### config.mk
export PLATFORM = sky130hd
export DESIGN_NAME = tone_stream_transcoder_flat
export DESIGN_NICKNAME = d
export VERILOG_FILES = /design/src/hdl/tst_pkg.sv /design/src/hdl/tst_if.sv /design/src/hdl/tst_dp.sv /design/src/hdl/tst_ctrl.sv /design/src/hdl/tone_stream_transcoder.sv /design/src/flat_wrapper.sv
export SDC_FILE = /design/constraint.sdc
export NUM_CORES = 1
export LEC_CHECK = 0
export BUFFER_PORTS_ARGS = -buffer_cell sky130_fd_sc_hd__buf_2
export CAP_MARGIN = 30
export CORE_MARGIN = 4
export CORE_UTILIZATION = 40
export CTS_CLUSTER_SIZE = 12
export DETAILED_ROUTE_END_ITERATION = 10
export PLACE_DENSITY_LB_ADDON = 0.12
export SLEW_MARGIN = 20
export SYNTH_ARGS = -nofsm -noshare
export SYNTH_HDL_FRONTEND = slang
export SYNTH_HIERARCHICAL = 1
export SYNTH_SLANG_ARGS = --single-unit
### constraint.sdc
create_clock -name clk_i -period 7.6 [get_ports clk_i]
set_input_delay 1.52 -clock clk_i [delete_from_list [all_inputs] [get_ports clk_i]]
set_output_delay 1.52 -clock clk_i [all_outputs]
set_load 0.01 [all_outputs]
### src/hdl/tst_pkg.sv
`timescale 1ns / 1ps
// Shared types, constants and helper functions of the tone stream transcoder.
// No dependencies.
package tst_pkg;

  localparam int unsigned MAX_CHUNK = 127;
  localparam logic [6:0]  CHUNK_MAX = 7'(MAX_CHUNK);
  localparam logic [11:0] FRAMES_MAX = 12'(31 * MAX_CHUNK - 1);
  localparam logic [18:0] DIV50_K = 19'd335545;
  localparam logic [19:0] CNT_MAX = 20'hFFFFF;
  localparam logic [7:0]  JUMP_OP = 8'hD0;
  localparam logic [7:0]  NOTE_LO = 8'd12;
  localparam logic [7:0]  NOTE_HI = 8'd106;
  localparam logic [3:0]  KIND_ON = 4'h9;
  localparam logic [3:0]  KIND_OFF = 4'h8;

  localparam logic [1:0] CFG_BASE = 2'd0;
  localparam logic [1:0] CFG_STEP = 2'd1;
  localparam logic [1:0] CFG_SEGB = 2'd2;
  localparam logic [1:0] CFG_TOL  = 2'd3;

  typedef enum logic [3:0] {
    SEL_NOTE_CMD,
    SEL_NOTE_VAL,
    SEL_IN,
    SEL_CHUNK,
    SEL_JUMP_OP,
    SEL_SEG_LO,
    SEL_SEG_HI,
    SEL_BASE_LO,
    SEL_BASE_HI
  } emit_sel_e;

  typedef struct packed {
    logic      latch;
    logic      acc;
    logic      set_high;
    logic      set_note;
    logic      fl_start;
    logic      fl_mul;
    logic      fl_frames;
    logic      ch_up;
    logic      ch_dn;
    logic      seg_hit;
    logic      stream_rst;
    logic      emit;
    emit_sel_e emit_sel;
    logic      close;
  } cmd_t;

  typedef struct packed {
    logic b7;
    logic kind_on;
    logic kind_off;
    logic end_flag;
    logic pending;
    logic accum_zero;
    logic frames_zero;
    logic last_chunk;
    logic seg_hit;
    logic emit_ok;
    logic done_ok;
    logic pend_valid;
  } status_t;

  function automatic logic [15:0] seg_cap(input logic [15:0] sb);
    logic [15:0] r;
    if (sb == 16'd0) r = 16'd0;
    else if (sb < 16'd5) r = 16'd1;
    else r = sb - 16'd4;
    return r;
  endfunction

  function automatic logic [31:0] sat32(input logic signed [33:0] v);
    logic [31:0] r;
    if (v > 34'sd2147483647) r = 32'h7FFFFFFF;
    else if (v < -34'sd2147483648) r = 32'h80000000;
    else r = v[31:0];
    return r;
  endfunction

  function automatic logic signed [33:0] err_after(input logic [31:0] te,
                                                   input logic [6:0] c);
    logic [12:0] c50;
    c50 = {1'b0, c, 5'd0} + {2'b0, c, 4'd0} + {5'd0, c, 1'b0};
    return $signed({{2{te[31]}}, te}) - $signed({21'd0, c50});
  endfunction

endpackage

### src/hdl/tst_if.sv
`timescale 1ns / 1ps
// Valid/ready stream interfaces for the source and result byte channels.
// No dependencies.
interface tst_in_if;
  logic       valid;
  logic       ready;
  logic [7:0] in_byte;
  logic       stream_end;
  modport source (output valid, in_byte, stream_end, input ready);
  modport sink (input valid, in_byte, stream_end, output ready);
endinterface

interface tst_out_if;
  logic       valid;
  logic       ready;
  logic [7:0] out_byte;
  logic       run_last;
  logic       jump_done;
  modport source (output valid, out_byte, run_last, jump_done, input ready);
  modport sink (input valid, out_byte, run_last, jump_done, output ready);
endinterface

### src/hdl/tst_dp.sv
`timescale 1ns / 1ps
// Datapath: configuration, parse and timing state, frame arithmetic, output register.
// Depends on tst_pkg.
module tst_dp (
  input  logic             clk_i,
  input  logic             rst_ni,
  input  tst_pkg::cmd_t    cmd_i,
  output tst_pkg::status_t status_o,
  input  logic [7:0]       in_byte_i,
  input  logic             stream_end_i,
  input  logic             cfg_we_i,
  input  logic [1:0]       cfg_idx_i,
  input  logic [15:0]      cfg_data_i,
  output logic             out_valid_o,
  input  logic             out_ready_i,
  output logic [7:0]       out_byte_o,
  output logic             run_last_o,
  output logic             jump_done_o
);
  import tst_pkg::*;

  logic [15:0] base_q, step_q, segb_q;
  logic [7:0]  tol_q;
  logic [7:0]  b_q;
  logic        end_q;
  logic [6:0]  high_q;
  logic [15:0] accum_q;
  logic        pending_q;
  logic [31:0] te_q;
  logic [19:0] cnt_q, nb_q;
  logic [15:0] ptr_q;
  logic [7:0]  note_q;
  logic [17:0] n_q;
  logic [36:0] prod_q;
  logic [11:0] rem_q;
  logic [6:0]  c_q;
  logic        pend_valid_q, pend_jump_q;
  logic [7:0]  pend_byte_q;
  logic        out_valid_q, out_last_q, out_jump_q;
  logic [7:0]  out_byte_q;

  logic [15:0] cap;
  logic [16:0] acc_sum;
  logic [17:0] d3;
  logic [12:0] frames_raw;
  logic [11:0] frames;
  logic [6:0]  base_c;
  logic [13:0] lim;
  logic signed [37:0] x_up, x_dn;
  logic        raise, lower;
  logic [7:0]  note_val, emit_byte;
  logic        emit_jump;
  logic [1:0]  cnt_k;
  logic [20:0] cnt_sum, nb_sum;
  logic        out_free, push;

  assign cap = seg_cap(segb_q);
  assign acc_sum = {1'b0, accum_q} + {2'b0, high_q, b_q};
  assign d3 = {1'b0, accum_q, 1'b0} + {2'b0, accum_q};
  assign frames_raw = prod_q[36:24];
  assign frames = (frames_raw > {1'b0, FRAMES_MAX}) ? FRAMES_MAX : frames_raw[11:0];
  assign base_c = (rem_q >= 12'(MAX_CHUNK)) ? CHUNK_MAX : rem_q[6:0];
  assign lim = {tol_q, 5'd0} + {1'b0, tol_q, 4'd0} + {4'd0, tol_q, 1'b0};
  assign x_up = {err_after(te_q, base_c), 4'd0};
  assign x_dn = {err_after(te_q, c_q), 4'd0};
  assign raise = (tol_q != 8'd0) && (x_up > $signed({24'd0, lim}))
                 && (base_c != CHUNK_MAX);
  assign lower = (tol_q != 8'd0) && (x_dn < -$signed({24'd0, lim}))
                 && (c_q > 7'd1);

  assign note_val = (b_q < NOTE_LO) ? NOTE_LO : ((b_q > NOTE_HI) ? NOTE_HI : b_q);

  always_comb begin
    emit_jump = 1'b0;
    case (cmd_i.emit_sel)
      SEL_NOTE_CMD: emit_byte = note_q;
      SEL_NOTE_VAL: emit_byte = note_val;
      SEL_IN:       emit_byte = b_q;
      SEL_CHUNK:    emit_byte = {1'b0, c_q};
      SEL_JUMP_OP:  emit_byte = JUMP_OP;
      SEL_SEG_LO:   emit_byte = ptr_q[7:0];
      SEL_SEG_HI: begin
        emit_byte = ptr_q[15:8];
        emit_jump = 1'b1;
      end
      SEL_BASE_LO:  emit_byte = base_q[7:0];
      SEL_BASE_HI: begin
        emit_byte = base_q[15:8];
        emit_jump = 1'b1;
      end
      default:      emit_byte = 8'd0;
    endcase
  end

  always_comb begin
    cnt_k = 2'd0;
    if (cmd_i.seg_hit) cnt_k = 2'd3;
    else if (cmd_i.emit) begin
      case (cmd_i.emit_sel)
        SEL_NOTE_VAL: cnt_k = 2'd2;
        SEL_IN:       cnt_k = 2'd1;
        SEL_CHUNK:    cnt_k = 2'd1;
        default:      cnt_k = 2'd0;
      endcase
    end
  end
  assign cnt_sum = {1'b0, cnt_q} + {19'd0, cnt_k};
  assign nb_sum = {1'b0, nb_q} + {5'd0, cap};

  assign out_free = !out_valid_q || out_ready_i;
  assign push = pend_valid_q && (cmd_i.emit || cmd_i.close);

  assign status_o.b7 = b_q[7];
  assign status_o.kind_on = b_q[7:4] == KIND_ON;
  assign status_o.kind_off = b_q[7:4] == KIND_OFF;
  assign status_o.end_flag = end_q;
  assign status_o.pending = pending_q;
  assign status_o.accum_zero = accum_q == 16'd0;
  assign status_o.frames_zero = frames == 12'd0;
  assign status_o.last_chunk = rem_q < 12'(MAX_CHUNK);
  assign status_o.seg_hit = (step_q != 16'd0) && (cap != 16'd0) && (cnt_q >= nb_q);
  assign status_o.emit_ok = !pend_valid_q || out_free;
  assign status_o.done_ok = !pend_valid_q || out_free;
  assign status_o.pend_valid = pend_valid_q;

  always_ff @(posedge clk_i) begin
    if (cmd_i.latch) begin
      b_q <= in_byte_i;
      end_q <= stream_end_i;
    end
    if (cmd_i.fl_start) n_q <= d3 + 18'd24;
    if (cmd_i.fl_mul) prod_q <= 37'(n_q) * 37'(DIV50_K);
    if (cmd_i.ch_up) c_q <= raise ? base_c + 7'd1 : base_c;
    else if (cmd_i.ch_dn && lower) c_q <= c_q - 7'd1;
    if (cmd_i.fl_frames) rem_q <= frames;
    else if (cmd_i.emit && cmd_i.emit_sel == SEL_CHUNK && !status_o.last_chunk)
      rem_q <= rem_q - 12'(MAX_CHUNK);
    if (cmd_i.emit) begin
      pend_byte_q <= emit_byte;
      pend_jump_q <= emit_jump;
    end
    if (push && out_free) begin
      out_byte_q <= pend_byte_q;
      out_jump_q <= pend_jump_q;
      out_last_q <= cmd_i.close;
    end
  end

  always_ff @(posedge clk_i or negedge rst_ni) begin
    if (!rst_ni) begin
      base_q <= 16'h8000;
      step_q <= 16'd0;
      segb_q <= 16'd0;
      tol_q <= 8'd8;
      high_q <= 7'd0;
      accum_q <= 16'd0;
      pending_q <= 1'b0;
      te_q <= 32'd0;
      cnt_q <= 20'd0;
      nb_q <= 20'd0;
      ptr_q <= 16'h8000;
      note_q <= 8'd0;
      pend_valid_q <= 1'b0;
      out_valid_q <= 1'b0;
    end else begin
      if (cmd_i.set_high) high_q <= b_q[6:0];
      if (cmd_i.set_note) note_q <= b_q;
      if (cmd_i.acc) begin
        accum_q <= acc_sum[16] ? 16'hFFFF : acc_sum[15:0];
        pending_q <= 1'b1;
      end
      if (cmd_i.fl_start) begin
        accum_q <= 16'd0;
        pending_q <= 1'b0;
        te_q <= sat32($signed({{2{te_q[31]}}, te_q}) + $signed({16'd0, d3}));
      end
      if (cmd_i.emit && cmd_i.emit_sel == SEL_CHUNK)
        te_q <= sat32(err_after(te_q, c_q));
      cnt_q <= cnt_sum[20] ? CNT_MAX : cnt_sum[19:0];
      if (cmd_i.seg_hit) begin
        ptr_q <= ptr_q + step_q;
        nb_q <= nb_sum[20] ? CNT_MAX : nb_sum[19:0];
      end
      if (cmd_i.emit) pend_valid_q <= 1'b1;
      else if (cmd_i.close && out_free) pend_valid_q <= 1'b0;
      if (push && out_free) out_valid_q <= 1'b1;
      else if (out_ready_i) out_valid_q <= 1'b0;
      if (cmd_i.stream_rst) begin
        high_q <= 7'd0;
        accum_q <= 16'd0;
        pending_q <= 1'b0;
        te_q <= 32'd0;
        cnt_q <= 20'd0;
        nb_q <= {4'd0, cap};
        ptr_q <= base_q;
        note_q <= 8'd0;
      end
      if (cfg_we_i) begin
        case (cfg_idx_i)
          CFG_BASE: begin
            base_q <= cfg_data_i;
            ptr_q <= cfg_data_i;
          end
          CFG_STEP: step_q <= cfg_data_i;
          CFG_SEGB: begin
            segb_q <= cfg_data_i;
            nb_q <= {4'd0, seg_cap(cfg_data_i)};
          end
          CFG_TOL:  tol_q <= cfg_data_i[7:0];
          default:  tol_q <= tol_q;
        endcase
      end
    end
  end

  assign out_valid_o = out_valid_q;
  assign out_byte_o = out_byte_q;
  assign run_last_o = out_last_q;
  assign jump_done_o = out_jump_q;

endmodule

### src/hdl/tst_ctrl.sv
`timescale 1ns / 1ps
// Controller: parse phase and the sequence of datapath steps for one source byte.
// Depends on tst_pkg.
module tst_ctrl (
  input  logic             clk_i,
  input  logic             rst_ni,
  input  logic             in_valid_i,
  output logic             in_ready_o,
  input  tst_pkg::status_t status_i,
  output tst_pkg::cmd_t    cmd_o
);
  import tst_pkg::*;

  typedef enum logic [19:0] {
    ST_IDLE      = 20'h00001,
    ST_DISPATCH  = 20'h00002,
    ST_NOTE_CMD  = 20'h00004,
    ST_NOTE_VAL  = 20'h00008,
    ST_KIND      = 20'h00010,
    ST_OFF_EMIT  = 20'h00020,
    ST_FL_START  = 20'h00040,
    ST_FL_MUL    = 20'h00080,
    ST_FL_FRAMES = 20'h00100,
    ST_CH_UP     = 20'h00200,
    ST_CH_DN     = 20'h00400,
    ST_CH_EMIT   = 20'h00800,
    ST_SEG       = 20'h01000,
    ST_SEG_D0    = 20'h02000,
    ST_SEG_LO    = 20'h04000,
    ST_SEG_HI    = 20'h08000,
    ST_FIN_D0    = 20'h10000,
    ST_FIN_LO    = 20'h20000,
    ST_FIN_HI    = 20'h40000,
    ST_DONE      = 20'h80000
  } state_e;

  localparam logic [1:0] PH_CMD = 2'd0;
  localparam logic [1:0] PH_NOTE = 2'd1;
  localparam logic [1:0] PH_DELAY = 2'd2;

  state_e     state_q, state_d;
  logic [1:0] phase_q, phase_d;
  logic       pre_q, pre_d;
  state_e     flush_exit, after_cmd;

  assign in_ready_o = state_q == ST_IDLE;
  assign flush_exit = pre_q ? ST_SEG : ST_FIN_D0;
  assign after_cmd = status_i.end_flag ? ST_FIN_D0 : ST_SEG;

  always_comb begin
    state_d = state_q;
    phase_d = phase_q;
    pre_d = pre_q;
    cmd_o = '0;
    cmd_o.emit_sel = SEL_JUMP_OP;
    case (state_q)
      ST_IDLE: begin
        cmd_o.latch = in_valid_i;
        if (in_valid_i) state_d = ST_DISPATCH;
      end
      ST_DISPATCH: begin
        phase_d = PH_CMD;
        pre_d = 1'b0;
        if (phase_q == PH_NOTE) begin
          state_d = ST_NOTE_CMD;
        end else if (phase_q == PH_DELAY) begin
          cmd_o.acc = 1'b1;
          state_d = status_i.end_flag ? ST_FL_START : ST_DONE;
        end else if (status_i.b7) begin
          if (status_i.pending) begin
            pre_d = 1'b1;
            state_d = ST_FL_START;
          end else begin
            state_d = ST_KIND;
          end
        end else if (status_i.end_flag) begin
          state_d = ST_FL_START;
        end else begin
          cmd_o.set_high = 1'b1;
          phase_d = PH_DELAY;
          state_d = ST_DONE;
        end
      end
      ST_NOTE_CMD: begin
        cmd_o.emit_sel = SEL_NOTE_CMD;
        cmd_o.emit = status_i.emit_ok;
        if (status_i.emit_ok) state_d = ST_NOTE_VAL;
      end
      ST_NOTE_VAL: begin
        cmd_o.emit_sel = SEL_NOTE_VAL;
        cmd_o.emit = status_i.emit_ok;
        if (status_i.emit_ok) state_d = after_cmd;
      end
      ST_KIND: begin
        if (status_i.kind_on) begin
          if (status_i.end_flag) begin
            state_d = ST_FIN_D0;
          end else begin
            cmd_o.set_note = 1'b1;
            phase_d = PH_NOTE;
            state_d = ST_DONE;
          end
        end else if (status_i.kind_off) begin
          state_d = ST_OFF_EMIT;
        end else begin
          state_d = after_cmd;
        end
      end
      ST_OFF_EMIT: begin
        cmd_o.emit_sel = SEL_IN;
        cmd_o.emit = status_i.emit_ok;
        if (status_i.emit_ok) state_d = after_cmd;
      end
      ST_FL_START: begin
        cmd_o.fl_start = 1'b1;
        if (!status_i.pending || status_i.accum_zero) state_d = flush_exit;
        else state_d = ST_FL_MUL;
      end
      ST_FL_MUL: begin
        cmd_o.fl_mul = 1'b1;
        state_d = ST_FL_FRAMES;
      end
      ST_FL_FRAMES: begin
        cmd_o.fl_frames = 1'b1;
        state_d = status_i.frames_zero ? flush_exit : ST_CH_UP;
      end
      ST_CH_UP: begin
        cmd_o.ch_up = 1'b1;
        state_d = ST_CH_DN;
      end
      ST_CH_DN: begin
        cmd_o.ch_dn = 1'b1;
        state_d = ST_CH_EMIT;
      end
      ST_CH_EMIT: begin
        cmd_o.emit_sel = SEL_CHUNK;
        cmd_o.emit = status_i.emit_ok;
        if (status_i.emit_ok) state_d = status_i.last_chunk ? flush_exit : ST_CH_UP;
      end
      ST_SEG: begin
        cmd_o.seg_hit = status_i.seg_hit;
        if (status_i.seg_hit) begin
          state_d = ST_SEG_D0;
        end else if (pre_q) begin
          pre_d = 1'b0;
          state_d = ST_KIND;
        end else begin
          state_d = ST_DONE;
        end
      end
      ST_SEG_D0: begin
        cmd_o.emit_sel = SEL_JUMP_OP;
        cmd_o.emit = status_i.emit_ok;
        if (status_i.emit_ok) state_d = ST_SEG_LO;
      end
      ST_SEG_LO: begin
        cmd_o.emit_sel = SEL_SEG_LO;
        cmd_o.emit = status_i.emit_ok;
        if (status_i.emit_ok) state_d = ST_SEG_HI;
      end
      ST_SEG_HI: begin
        cmd_o.emit_sel = SEL_SEG_HI;
        cmd_o.emit = status_i.emit_ok;
        if (status_i.emit_ok) begin
          pre_d = 1'b0;
          state_d = pre_q ? ST_KIND : ST_DONE;
        end
      end
      ST_FIN_D0: begin
        cmd_o.emit_sel = SEL_JUMP_OP;
        cmd_o.emit = status_i.emit_ok;
        if (status_i.emit_ok) state_d = ST_FIN_LO;
      end
      ST_FIN_LO: begin
        cmd_o.emit_sel = SEL_BASE_LO;
        cmd_o.emit = status_i.emit_ok;
        if (status_i.emit_ok) state_d = ST_FIN_HI;
      end
      ST_FIN_HI: begin
        cmd_o.emit_sel = SEL_BASE_HI;
        cmd_o.emit = status_i.emit_ok;
        if (status_i.emit_ok) begin
          cmd_o.stream_rst = 1'b1;
          phase_d = PH_CMD;
          state_d = ST_DONE;
        end
      end
      ST_DONE: begin
        cmd_o.close = status_i.done_ok;
        if (status_i.done_ok) state_d = ST_IDLE;
      end
      default: state_d = ST_IDLE;
    endcase
  end

  always_ff @(posedge clk_i or negedge rst_ni) begin
    if (!rst_ni) begin
      state_q <= ST_IDLE;
      phase_q <= PH_CMD;
      pre_q <= 1'b0;
    end else begin
      state_q <= state_d;
      phase_q <= phase_d;
      pre_q <= pre_d;
    end
  end

endmodule

### src/hdl/tone_stream_transcoder.sv
`timescale 1ns / 1ps
// Tone stream transcoder top level: controller plus datapath.
// Depends on tst_pkg, tst_if, tst_ctrl and tst_dp.
//
// Usage:
//   in_if carries one source byte per transfer, stream_end set on the last one.
//   out_if carries converted bytes; run_last marks the last byte caused by a
//   source byte, jump_done the high address byte of a jump.
//   cfg_we_i/cfg_idx_i/cfg_data_i write base_address (0), segment_step (1),
//   segment_bytes (2) and timing_tolerance (3); write only while idle.
// Flow:
//   One source byte is in work at a time. A delay flush runs the start,
//   multiply and frames steps for the divide by 50, and each frame chunk
//   runs the chunk up, chunk down and chunk emit steps.
//   The last result is held in a staging register and released when the
//   step ends.
// Reset: asynchronous; stream state, configuration and control registers go to their reset values at once.
// Stall: a stalled receiver holds the output register and the controller
//   waits; no byte is lost, and the next source byte is taken while the final
//   result still sits in the output register.
module tone_stream_transcoder (
  input  logic        clk_i,
  input  logic        rst_ni,
  tst_in_if.sink      in_if,
  tst_out_if.source   out_if,
  input  logic        cfg_we_i,
  input  logic [1:0]  cfg_idx_i,
  input  logic [15:0] cfg_data_i
);
  import tst_pkg::*;

  cmd_t    cmd;
  status_t status;

  tst_ctrl u_ctrl (
    .clk_i      (clk_i),
    .rst_ni     (rst_ni),
    .in_valid_i (in_if.valid),
    .in_ready_o (in_if.ready),
    .status_i   (status),
    .cmd_o      (cmd)
  );

  tst_dp u_dp (
    .clk_i        (clk_i),
    .rst_ni       (rst_ni),
    .cmd_i        (cmd),
    .status_o     (status),
    .in_byte_i    (in_if.in_byte),
    .stream_end_i (in_if.stream_end),
    .cfg_we_i     (cfg_we_i),
    .cfg_idx_i    (cfg_idx_i),
    .cfg_data_i   (cfg_data_i),
    .out_valid_o  (out_if.valid),
    .out_ready_i  (out_if.ready),
    .out_byte_o   (out_if.out_byte),
    .run_last_o   (out_if.run_last),
    .jump_done_o  (out_if.jump_done)
  );

  a_one_item: assert property (@(posedge clk_i) disable iff (!rst_ni)
    (in_if.valid && in_if.ready) |=> !in_if.ready)
    else $error("source byte taken while previous byte in work");

  a_staging_empty: assert property (@(posedge clk_i) disable iff (!rst_ni)
    in_if.ready |-> !status.pend_valid)
    else $error("staged result left behind at end of step");

  a_emit_room: assert property (@(posedge clk_i) disable iff (!rst_ni)
    (cmd.emit && status.pend_valid) |-> (!out_if.valid || out_if.ready))
    else $error("result pushed into a full output register");

endmodule
### src/flat_wrapper.sv
// flat-port wrapper written by rule: the top's interface ports become plain ports
module tone_stream_transcoder_flat import tst_pkg::*;
  (clk_i, rst_ni, cfg_we_i, cfg_idx_i, cfg_data_i, in_if_valid, in_if_in_byte, in_if_stream_end, in_if_ready, out_if_valid, out_if_out_byte, out_if_run_last, out_if_jump_done, out_if_ready);
  tst_in_if in_if_i ();
  tst_out_if out_if_i ();
  input  logic clk_i;
  input  logic rst_ni;
  input  logic cfg_we_i;
  input  logic [1:0] cfg_idx_i;
  input  logic [15:0] cfg_data_i;
  input wire logic [$bits(in_if_i.valid)-1:0] in_if_valid;
  input wire logic [$bits(in_if_i.in_byte)-1:0] in_if_in_byte;
  input wire logic [$bits(in_if_i.stream_end)-1:0] in_if_stream_end;
  output wire logic [$bits(in_if_i.ready)-1:0] in_if_ready;
  output wire logic [$bits(out_if_i.valid)-1:0] out_if_valid;
  output wire logic [$bits(out_if_i.out_byte)-1:0] out_if_out_byte;
  output wire logic [$bits(out_if_i.run_last)-1:0] out_if_run_last;
  output wire logic [$bits(out_if_i.jump_done)-1:0] out_if_jump_done;
  input wire logic [$bits(out_if_i.ready)-1:0] out_if_ready;
  assign in_if_i.valid = in_if_valid;
  assign in_if_i.in_byte = in_if_in_byte;
  assign in_if_i.stream_end = in_if_stream_end;
  assign in_if_ready = in_if_i.ready;
  assign out_if_valid = out_if_i.valid;
  assign out_if_out_byte = out_if_i.out_byte;
  assign out_if_run_last = out_if_i.run_last;
  assign out_if_jump_done = out_if_i.jump_done;
  assign out_if_i.ready = out_if_ready;
  tone_stream_transcoder u_core (.clk_i(clk_i), .rst_ni(rst_ni), .in_if(in_if_i), .out_if(out_if_i), .cfg_we_i(cfg_we_i), .cfg_idx_i(cfg_idx_i), .cfg_data_i(cfg_data_i));
endmodule
==> results.sh, run 1 <==
export IMPL_ant_nets=0
export IMPL_worst_path_stages=30
export IMPL_r2r_start="u_core/u_dp/rem_q[0]$_DFFE_PP_"
export IMPL_rows=98
export IMPL_path_clk_slew_ps=60
export IMPL_firstDrtPassIters=5
export IMPL_num_vias=23630
export IMPL_period_share_pct=95.49
export IMPL_dpl_worst_slack_ps=53.64
export IMPL_cts_made_buffers=37
export IMPL_drt_iter0_drc=1769
export IMPL_max_cap_viol_count=0
export IMPL_critPathTopFamily="simple AND/OR/NAND/NOR gates"
export IMPL_areaGrowthSynthToFinish_pct=9.055
export IMPL_hold_depth=0
export IMPL_rsz0062_at_grt="no"
export IMPL_drc=0
export IMPL_die_x_um=276.6
export IMPL_comb_power_share_pct=66.1
export IMPL_antenna_cells=0
export IMPL_setup_viol=0
export IMPL_p_leak_nw=14.58
export IMPL_yosys_warnings=6
export IMPL_boundaryPins=44
export IMPL_dpl_instance_area_mm2=0.03027
export IMPL_clkLatencyLatePin_ps=550
export IMPL_hold_violations=0
export IMPL_worst_setup_path_type="reg2reg"
export IMPL_status="finished, final reports clean"
export IMPL_wl_per_cell_um=19.86
export IMPL_worstMarginPinSlew_ps=928.5
export IMPL_min_delay_start="u_core/u_dp/pend_byte_q[7]$_SDFFCE_PN0P_"
export IMPL_critPathLaunchType="register"
export IMPL_clk_path_buf_depth=3
export IMPL_cpPeakStageDelay_ps=540
export IMPL_relSlewSlack_pct=36.50
export IMPL_syn_num_nets=3780
export IMPL_power_frac_clock_pct=14.5
export IMPL_hpwlAfterDp_um=67280
export IMPL_nets=3825
export IMPL_cp_end_kind="register"
export IMPL_cp_max_fo=8
export IMPL_fin_crit_ps=7258
export IMPL_ff2ff_path_depth=30
export IMPL_syn_area_mm2=0.02887
export IMPL_fin_area_mm2=0.03148
export IMPL_grt_usage_pct=21.61
export IMPL_grt_pass1_wl_um=134800
export IMPL_cpMaxStageDelayCell="or4b_1"
export IMPL_cts_root_buf="clkbuf_16"
export IMPL_fill_cells=6986
export IMPL_grt_max_degree=108
export IMPL_power_density_mw_per_mm2=380.8
export IMPL_slew_viol_final=0
export IMPL_dp_cells=4173
export IMPL_path_buf_inv=3
export IMPL_seqPwrFrac_pct=19.4
export IMPL_drive_gt1_share_pct=8.558
export IMPL_p_sw_mw=5.724
export IMPL_via_per_inst=5.567
export IMPL_cts_tree="yes"
export IMPL_fmax_ghz=0.1378
export IMPL_syn_inst=3222
export IMPL_h_tree_depth=2
export IMPL_finalSetupTns_ps=0
export IMPL_core_mm2=0.07149
export IMPL_power_internal_mw=6.262
export IMPL_portBuffers=43
export IMPL_fin_ws_ps=342.5
export IMPL_fin_cells=4245
export IMPL_ff_latch_area_mm2=0.007377
export IMPL_gp_congestion=0.9445
export IMPL_grt_overflow=0
export IMPL_clock_sinks=279
export IMPL_dieHeight_um=276.6
export IMPL_wl_um=84310
export IMPL_ir_worst_vdd_v=0.0004432
export IMPL_fin_worst_skew_ps=15.48
export IMPL_antenna_found_initial=0
export IMPL_avgSynthCellArea_um2=8.959
export IMPL_multi_input_area_mm2=0.01980
export IMPL_p_sw_share_pct=47.75
export IMPL_worst_ep_required_time_ps=7970
export IMPL_dieArea_mm2=0.07652
export IMPL_grt_pass1_vias=23910
export IMPL_cp_arrival_ps=7620
export IMPL_path_common_cell="ha_1"
export IMPL_start_util_pct=40.38
export IMPL_cp_startpoint="u_core/u_dp/rem_q[0]$_DFFE_PP_"
export IMPL_min_path_type="reg2reg"
-- through the flow --
stage	total power [mW]	hold slack [ps]	utilization, %
final	11.99	424.7	44.04
after floorplan	7.946	400.3	-
after global routing	13.21	437.6	44.04
after global placement	10.10	405.2	42.27
after detailed placement	10.23	410.8	42.34
after CTS	12.07	422.7	43.99
-- worst reg2reg max path, delay by kind of cell, from the launching register on --
| family | cells | cell delay [ps] |
|---|---|---|
| xor+xnor | 1 | 150 |
| mux | 1 | 320 |
| simple gates | 10 | 2610 |
| compound gates | 9 | 1410 |
| buf+inv | 3 | 350 |
| fa+ha+maj | 6 | 1850 |
| flops | 1 | 400 |
-- placed cells by master, fill, tap and decap left out, drive strengths merged, types with 78 or more instances in the layout --
cell type and count:
o21ai 163, buf 100, a21oi 218, inv 339, nor2 241, dfrtp 197
xnor2 142, edfxtp 78, nand2 286, fa 134, ha 392
-- power groups by stage --
stage               logic, mW  registers (mW)  clock network, mW
detailed placement       7.88            2.35                  0
finish                   7.92            2.33               1.74
floorplan                5.79            2.15                  0
global placement         7.76            2.35                  0
CTS                      7.95            2.33               1.79
global route             8.99            2.37               1.84
-- state kept, by name, summed over array words and instances (netlist names), 2 cells and up --
name	flops
u_core/u_ctrl/phase_q	2
u_core/u_ctrl/state_q	20
u_core/u_dp/accum_q	16
u_core/u_dp/b_q	8
u_core/u_dp/base_q	16
u_core/u_dp/c_q	7
u_core/u_dp/cnt_q	20
u_core/u_dp/high_q	7
u_core/u_dp/n_q	18
u_core/u_dp/nb_q	20
u_core/u_dp/note_q	8
u_core/u_dp/out_byte_o	8
u_core/u_dp/pend_byte_q	8
u_core/u_dp/prod_q	13
u_core/u_dp/ptr_q	16
u_core/u_dp/rem_q	12
u_core/u_dp/segb_q	16
u_core/u_dp/step_q	16
u_core/u_dp/te_q	32
u_core/u_dp/tol_q	8
-- cell type report --
cell class,count,area share (%)
Tap cell,950,3.776
Inverter,338,4.030
Multi-Input combinational cell,2508,62.91
Clock inverter,13,0.4094
Sequential cell,279,23.43
Clock buffer,54,3.303
Timing Repair Buffer,103,2.138
-- worst paths after layout --
check                                                            to  slack, ps
worst max-delay path                   u_core/u_dp/c_q[4]$_DFFE_PP_        340
worst min-delay path            u_core/u_dp/out_byte_o[7]$_DFFE_PP_        420
worst max register to register         u_core/u_dp/c_q[4]$_DFFE_PP_        340
worst min register to register  u_core/u_dp/out_byte_o[7]$_DFFE_PP_        420
max in group asynchronous       u_core/u_dp/accum_q[12]$_DFFE_PN0P_       5290
min in group asynchronous        u_core/u_dp/segb_q[10]$_DFFE_PN0P_       1010
-- layer usage --
metal  global-route usage (%)  vias up  wire length [µm]
met5                        0        -                 0
met4                    5.056        0              1914
met3                    2.672      112              3715
met2                    35.59      575             38740
met1                    30.49    11510             39940
li1                         -    11430                 -
-- what timing repair did --
item,4_1_cts,5_1_grt
pin swaps,1,0
setup endpoints to repair,1,7
cloned,0,0
gates resized for setup,0,3
hold buffers,0,0
setup buffers,1,0
Note: power is estimated with default switching activity, not from simulation.
==> run 2, diff against run 1 <==
- PLACE_DENSITY_LB_ADDON: 0.12 -> 0.05
- SETUP_SLACK_MARGIN: default -> 0.15
==> results.sh, run 2 (same netlist as run 1, synthesis figures left out) <==
export IMPL_largest_reg_flops=32
export IMPL_period_share_pct=94.01
export IMPL_num_vias=23690
export IMPL_max_cap_viol_count=0
export IMPL_cp_end_kind="register"
export IMPL_post_route_util_pct=44.21
export IMPL_h_tree_depth=2
export IMPL_drive_gt1_share_pct=8.824
export IMPL_wl_um=87840
export IMPL_boundaryPins=44
export IMPL_cts_made_buffers=38
export IMPL_start_util_pct=40.38
export IMPL_ff_latch_area_mm2=0.007377
export IMPL_fin_worst_skew_ps=38.34
export IMPL_rsz0062_at_grt="yes"
export IMPL_power_density_mw_per_mm2=383.8
export IMPL_portBuffers=43
export IMPL_fin_ws_ps=455.1
export IMPL_worstMarginPinSlew_ps=995.8
export IMPL_cpMaxStageDelayCell="or4_4"
export IMPL_grt_usage_pct=22.48
export IMPL_wl_per_cell_um=20.68
export IMPL_fill_cells=7073
export IMPL_die_x_um=276.6
export IMPL_setup_viol=0
export IMPL_ant_nets=0
export IMPL_ff2ff_path_depth=30
export IMPL_core_mm2=0.07149
export IMPL_areaGrowthSynthToFinish_pct=9.480
export IMPL_min_delay_start="u_core/u_dp/pend_byte_q[0]$_SDFFCE_PN0P_"
export IMPL_status="finished, final reports clean"
export IMPL_regToRegEndpoint="u_core/u_dp/c_q[4]$_DFFE_PP_"
export IMPL_clk_path_buf_depth=3
export IMPL_cp_max_fo=8
export IMPL_relSlewSlack_pct=33.30
export IMPL_top_register="u_core/u_dp/te_q"
export IMPL_dieArea_mm2=0.07652
export IMPL_wl_met2_um=40160
export IMPL_cts_hold_buffers=0
export IMPL_top_layer="met5"
export IMPL_worst_setup_path_type="reg2reg"
export IMPL_gp_congestion=0.9036
export IMPL_via_per_inst=5.578
export IMPL_fmax_ghz=0.1400
export IMPL_antenna_found_initial=2
export IMPL_grt_pass1_vias=23980
export IMPL_worst_ep_required_time_ps=8020
export IMPL_cpPeakStageDelay_ps=560
export IMPL_grt_max_degree=92
export IMPL_grt_overflow=0
export IMPL_r2r_start="u_core/u_dp/rem_q[1]$_DFFE_PP_"
export IMPL_dieHeight_um=276.6
export IMPL_drc=0
export IMPL_hpwlAfterDp_um=69530
export IMPL_final_cell_mix="390 x ha_1, 336 x inv_1, 285 x nand2_1, 238 x nor2_1, 217 x a21oi_1"
export IMPL_critPathLaunchType="register"
export IMPL_drt_iter0_drc=1642
export IMPL_cp_arrival_ps=7560
export IMPL_r2r_slack_ps=460
export IMPL_grt_pass1_wl_um=137800
export IMPL_slew_viol_final=0
export IMPL_cts_tree="yes"
export IMPL_path_common_cell="ha_1"
export IMPL_layout_commonest_cell="ha_1"
export IMPL_cts_root_buf="clkbuf_16"
export IMPL_path_clk_slew_ps=60
export IMPL_clkLatencyLatePin_ps=580
export IMPL_wl_met1_um=40850
export IMPL_finalSetupTns_ps=0
export IMPL_hold_violations=0
export IMPL_clock_sinks=279
export IMPL_p_leak_nw=14.63
export IMPL_hold_depth=0
export IMPL_rows=98
export IMPL_hold_path_end="u_core/u_dp/out_byte_o[0]$_DFFE_PP_"
export IMPL_firstDrtPassIters=5
export IMPL_multi_input_area_mm2=0.01983
export IMPL_min_path_type="reg2reg"
export IMPL_nets=3826
export IMPL_antenna_cells=0
export IMPL_dr_wl_met3_um=4234
export IMPL_dpl_worst_slack_ps=23.71
export IMPL_ir_worst_vdd_v=0.0004772
export IMPL_fin_crit_ps=7145
-- run 2: where the power goes --
group | leakage (nW) | internal (mW) | switching [mW] | total (mW)
sequential | 3.20 | 1.93 | 0.406 | 2.33
combinational | 10.8 | 3.34 | 4.62 | 7.96
clock | 0.610 | 1.08 | 0.756 | 1.84
total | 14.6 | 6.34 | 5.78 | 12.1
-- run 2: routing by layer --
metal	GRT usage, %	vias to the layer above
li1	-	11470
met1	31.01	11510
met2	36.87	578
met3	3.161	133
met4	6.767	2
met5	0	-
-- run 2: worst max path at each step --
stage / startpoint / depth (start not counted) / slack, ps / to
final: u_core/u_dp/rem_q[1]$_DFFE_PP_ / 30 / 460 / u_core/u_dp/c_q[4]$_DFFE_PP_
after floorplan: u_core/u_dp/rem_q[1]$_DFFE_PP_ / 31 / 270 / u_core/u_dp/c_q[4]$_DFFE_PP_
after detailed placement: u_core/u_dp/rem_q[0]$_DFFE_PP_ / 29 / 20 / u_core/u_dp/c_q[4]$_DFFE_PP_
after CTS: u_core/u_dp/rem_q[0]$_DFFE_PP_ / 30 / 310 / u_core/u_dp/c_q[4]$_DFFE_PP_
after global routing: u_core/u_dp/rem_q[0]$_DFFE_PP_ / 27 / 110 / u_core/u_dp/c_q[4]$_DFFE_PP_
after global placement: u_core/u_dp/rem_q[0]$_DFFE_PP_ / 28 / 100 / u_core/u_dp/c_q[4]$_DFFE_PP_
-- run 2: area by class of cell --
| type | instances | area share [%] |
|---|---|---|
| flip-flops and latches | 279 | 23.34 |
| multi-input cells | 2508 | 62.75 |
| well taps | 950 | 3.761 |
| inverters | 338 | 4.015 |
| clock inverters | 18 | 0.6612 |
| repair buffers | 103 | 2.138 |
| clock buffers | 52 | 3.334 |
-- run 2: through the flow --
stage,power (mW),std cells,hold WS [ps],instance area [µm²]
floorplan,7.946,3222,400.3,28870
global placement,10.21,4166,404.3,30210
detailed placement,10.27,4170,404.5,30240
CTS,12.23,4242,424.3,31530
global route,13.37,4248,427.8,31600
finish,12.13,4248,422.2,31600
-- run 2: critical path: cells and delay by family (launching register included) --
family / cells / cell delay, ps
AND/OR/NAND/NOR: 10 / 2600
AO/OA/AOI/OAI: 9 / 1350
flip-flops: 1 / 400
adder cells (fa/ha/maj): 6 / 1760
multiplexers: 1 / 320
buffers and inverters: 3 / 360
XOR/XNOR: 1 / 160
-- run 2: repair_timing --
action | CTS | global route
buffers inserted | 2 | 2
setup endpoints to repair | 3 | 14
pin swaps | 1 | 2
resized for setup | 2 | 5
==> run 3, diff against run 2 <==
- RECOVER_POWER: default -> 100
- SLEW_MARGIN: 20 -> default
==> results.sh, run 3 (same netlist as run 1, synthesis figures left out) <==
export IMPL_status="finished with violations"
export IMPL_violations="max-capacitance violations, max-slew violations"
export IMPL_clk_path_buf_depth=3
export IMPL_cp_end_kind="register"
export IMPL_post_route_util_pct=43.97
export IMPL_wl_um=87440
export IMPL_power_internal_mw=6.272
export IMPL_worst_setup_path_type="reg2reg"
export IMPL_cts_hold_buffers=0
export IMPL_relSlewSlack_pct=-257.7
export IMPL_fin_hold_ws_ps=399.3
export IMPL_top_register="u_core/u_dp/te_q"
export IMPL_num_vias=23590
export IMPL_layout_commonest_cell="ha_1"
export IMPL_clock_sinks=279
export IMPL_fmax_ghz=0.1380
export IMPL_dieArea_mm2=0.07652
export IMPL_grt_pass1_wl_um=137800
export IMPL_core_mm2=0.07149
export IMPL_antenna_found_initial=2
export IMPL_areaGrowthSynthToFinish_pct=8.890
export IMPL_grt_usage_pct=22.40
export IMPL_drc=0
export IMPL_seqPwrFrac_pct=19.4
export IMPL_fin_crit_ps=7244
export IMPL_die_x_um=276.6
export IMPL_period_share_pct=95.32
export IMPL_path_clk_slew_ps=60
export IMPL_worst_ep_required_time_ps=7850
export IMPL_largest_reg_flops=32
export IMPL_ant_nets=0
export IMPL_final_cell_mix="390 x ha_1, 337 x inv_1, 285 x nand2_1, 240 x nor2_1, 218 x a21oi_1"
export IMPL_dieHeight_um=276.6
export IMPL_drt_iter0_drc=1708
export IMPL_h_tree_depth=2
export IMPL_max_cap_viol_count=4
export IMPL_p_sw_share_pct=47.81
export IMPL_fin_worst_skew_ps=34.58
export IMPL_cts_made_buffers=38
export IMPL_drive_gt1_share_pct=7.543
export IMPL_slew_viol_final=166
export IMPL_hold_violations=0
export IMPL_boundaryPins=44
export IMPL_wl_per_cell_um=20.57
export IMPL_worstMarginPinSlew_ps=5365
export IMPL_finalSetupTns_ps=0
export IMPL_gp_congestion=0.9036
export IMPL_critPathLaunchType="register"
export IMPL_firstDrtPassIters=6
export IMPL_ir_worst_vdd_v=0.0005022
export IMPL_portBuffers=43
export IMPL_power_frac_clock_pct=15.0
export IMPL_comb_power_share_pct=65.6
export IMPL_p_sw_mw=5.746
export IMPL_grt_overflow=0
export IMPL_cp_arrival_ps=7500
export IMPL_p_leak_nw=14.48
export IMPL_cp_max_fo=9
export IMPL_r2r_slack_ps=360
export IMPL_power_density_mw_per_mm2=382.4
export IMPL_antenna_cells=0
export IMPL_nets=3830
export IMPL_grt_max_degree=92
export IMPL_rows=98
export IMPL_clkLatencyLatePin_ps=580
export IMPL_rsz0062_at_grt="yes"
export IMPL_cts_root_buf="clkbuf_16"
export IMPL_start_util_pct=40.38
export IMPL_setup_viol=0
export IMPL_hpwlAfterDp_um=69450
export IMPL_via_per_inst=5.549
export IMPL_min_path_type="reg2reg"
export IMPL_grt_pass1_vias=23880
export IMPL_cts_tree="yes"
-- run 3: power by group through the flow --
stage                     Clock, mW  Combinational (mW)  Sequential [mW]
after floorplan                   0                5.79             2.15
after global placement            0                7.86             2.35
after detailed placement          0                7.91             2.35
after CTS                      1.86                8.01             2.33
after global routing           1.91                8.99             2.37
final                          1.80                7.88             2.33
-- run 3: timing repair --
| action | CTS | global route |
|---|---|---|
| setup buffers | 2 | 7 |
| resized for setup | 2 | 5 |
| pin swaps | 1 | 1 |
| setup endpoints to repair | 4 | 15 |
-- run 3: path summary, 6_finish.rpt --
check	start	end	depth (start not counted)
setup / recovery	u_core/u_dp/c_q[4]$_DFFE_PP_	u_core/u_dp/c_q[5]$_DFFE_PP_	25
hold / removal	u_core/u_dp/pend_byte_q[0]$_SDFFCE_PN0P_	u_core/u_dp/out_byte_o[0]$_DFFE_PP_	0
setup reg to reg	u_core/u_dp/c_q[4]$_DFFE_PP_	u_core/u_dp/c_q[5]$_DFFE_PP_	25
hold reg to reg	u_core/u_dp/pend_byte_q[0]$_SDFFCE_PN0P_	u_core/u_dp/out_byte_o[0]$_DFFE_PP_	0
max in group asynchronous	rst_ni	u_core/u_dp/te_q[9]$_DFFE_PN0P_	1
min in group asynchronous	rst_ni	u_core/u_dp/segb_q[15]$_DFFE_PN0P_	1
-- run 3: critical path: stages, from the launching register on --
cell,delay (ps)
edfxtp_1,630
fa_1,500
ha_1,240
fa_1,400
a21o_1,190
a21oi_1,210
o21bai_1,100
a21oi_1,180
xor2_1,390
ha_1,370
a21o_1,200
a21oi_1,470
nor3b_1,350
a21boi_1,200
buf_4,190
xor2_1,320
ha_1,310
a21o_1,160
a21o_1,170
a21oi_1,130
nor2b_1,60
a211oi_1,250
o31ai_1,120
a211o_1,280
o211ai_1,260
buf_4,250
-- run 3: area by class of cell --
cell class                      count  area (µm²)
Fill cell                        7096       40050
Multi-Input combinational cell   2508       19740
Sequential cell                   279        7377
Inverter                          338        1269
Tap cell                          950        1189
Clock buffer                       48        1008
Timing Repair Buffer              107       618.1
Clock inverter                     21       226.5
-- run 3: per-layer routing --
layer	part of all wire, %	vias to the layer above	routed length (µm)	global-route usage, %
met5	0.014	-	12	0
met4	2.5	2	2163	5.487
met3	3.9	122	3431	2.546
met2	46	501	40370	37.11
met1	47	11520	41460	31.47
li1	-	11450	-	-
-- run 3: metrics by stage --
step                      instance area [µm²]  instances  setup slack (ps)  total power [mW]
after detailed placement                30250       4171             48.38             10.26
after global routing                    31430       4251             56.13             13.27
after floorplan                         28870       3222             266.5             7.946
after global placement                  30210       4166             99.48             10.21
after CTS                               31510       4242             296.2             12.19
final                                   31430       4251             355.6             12.02
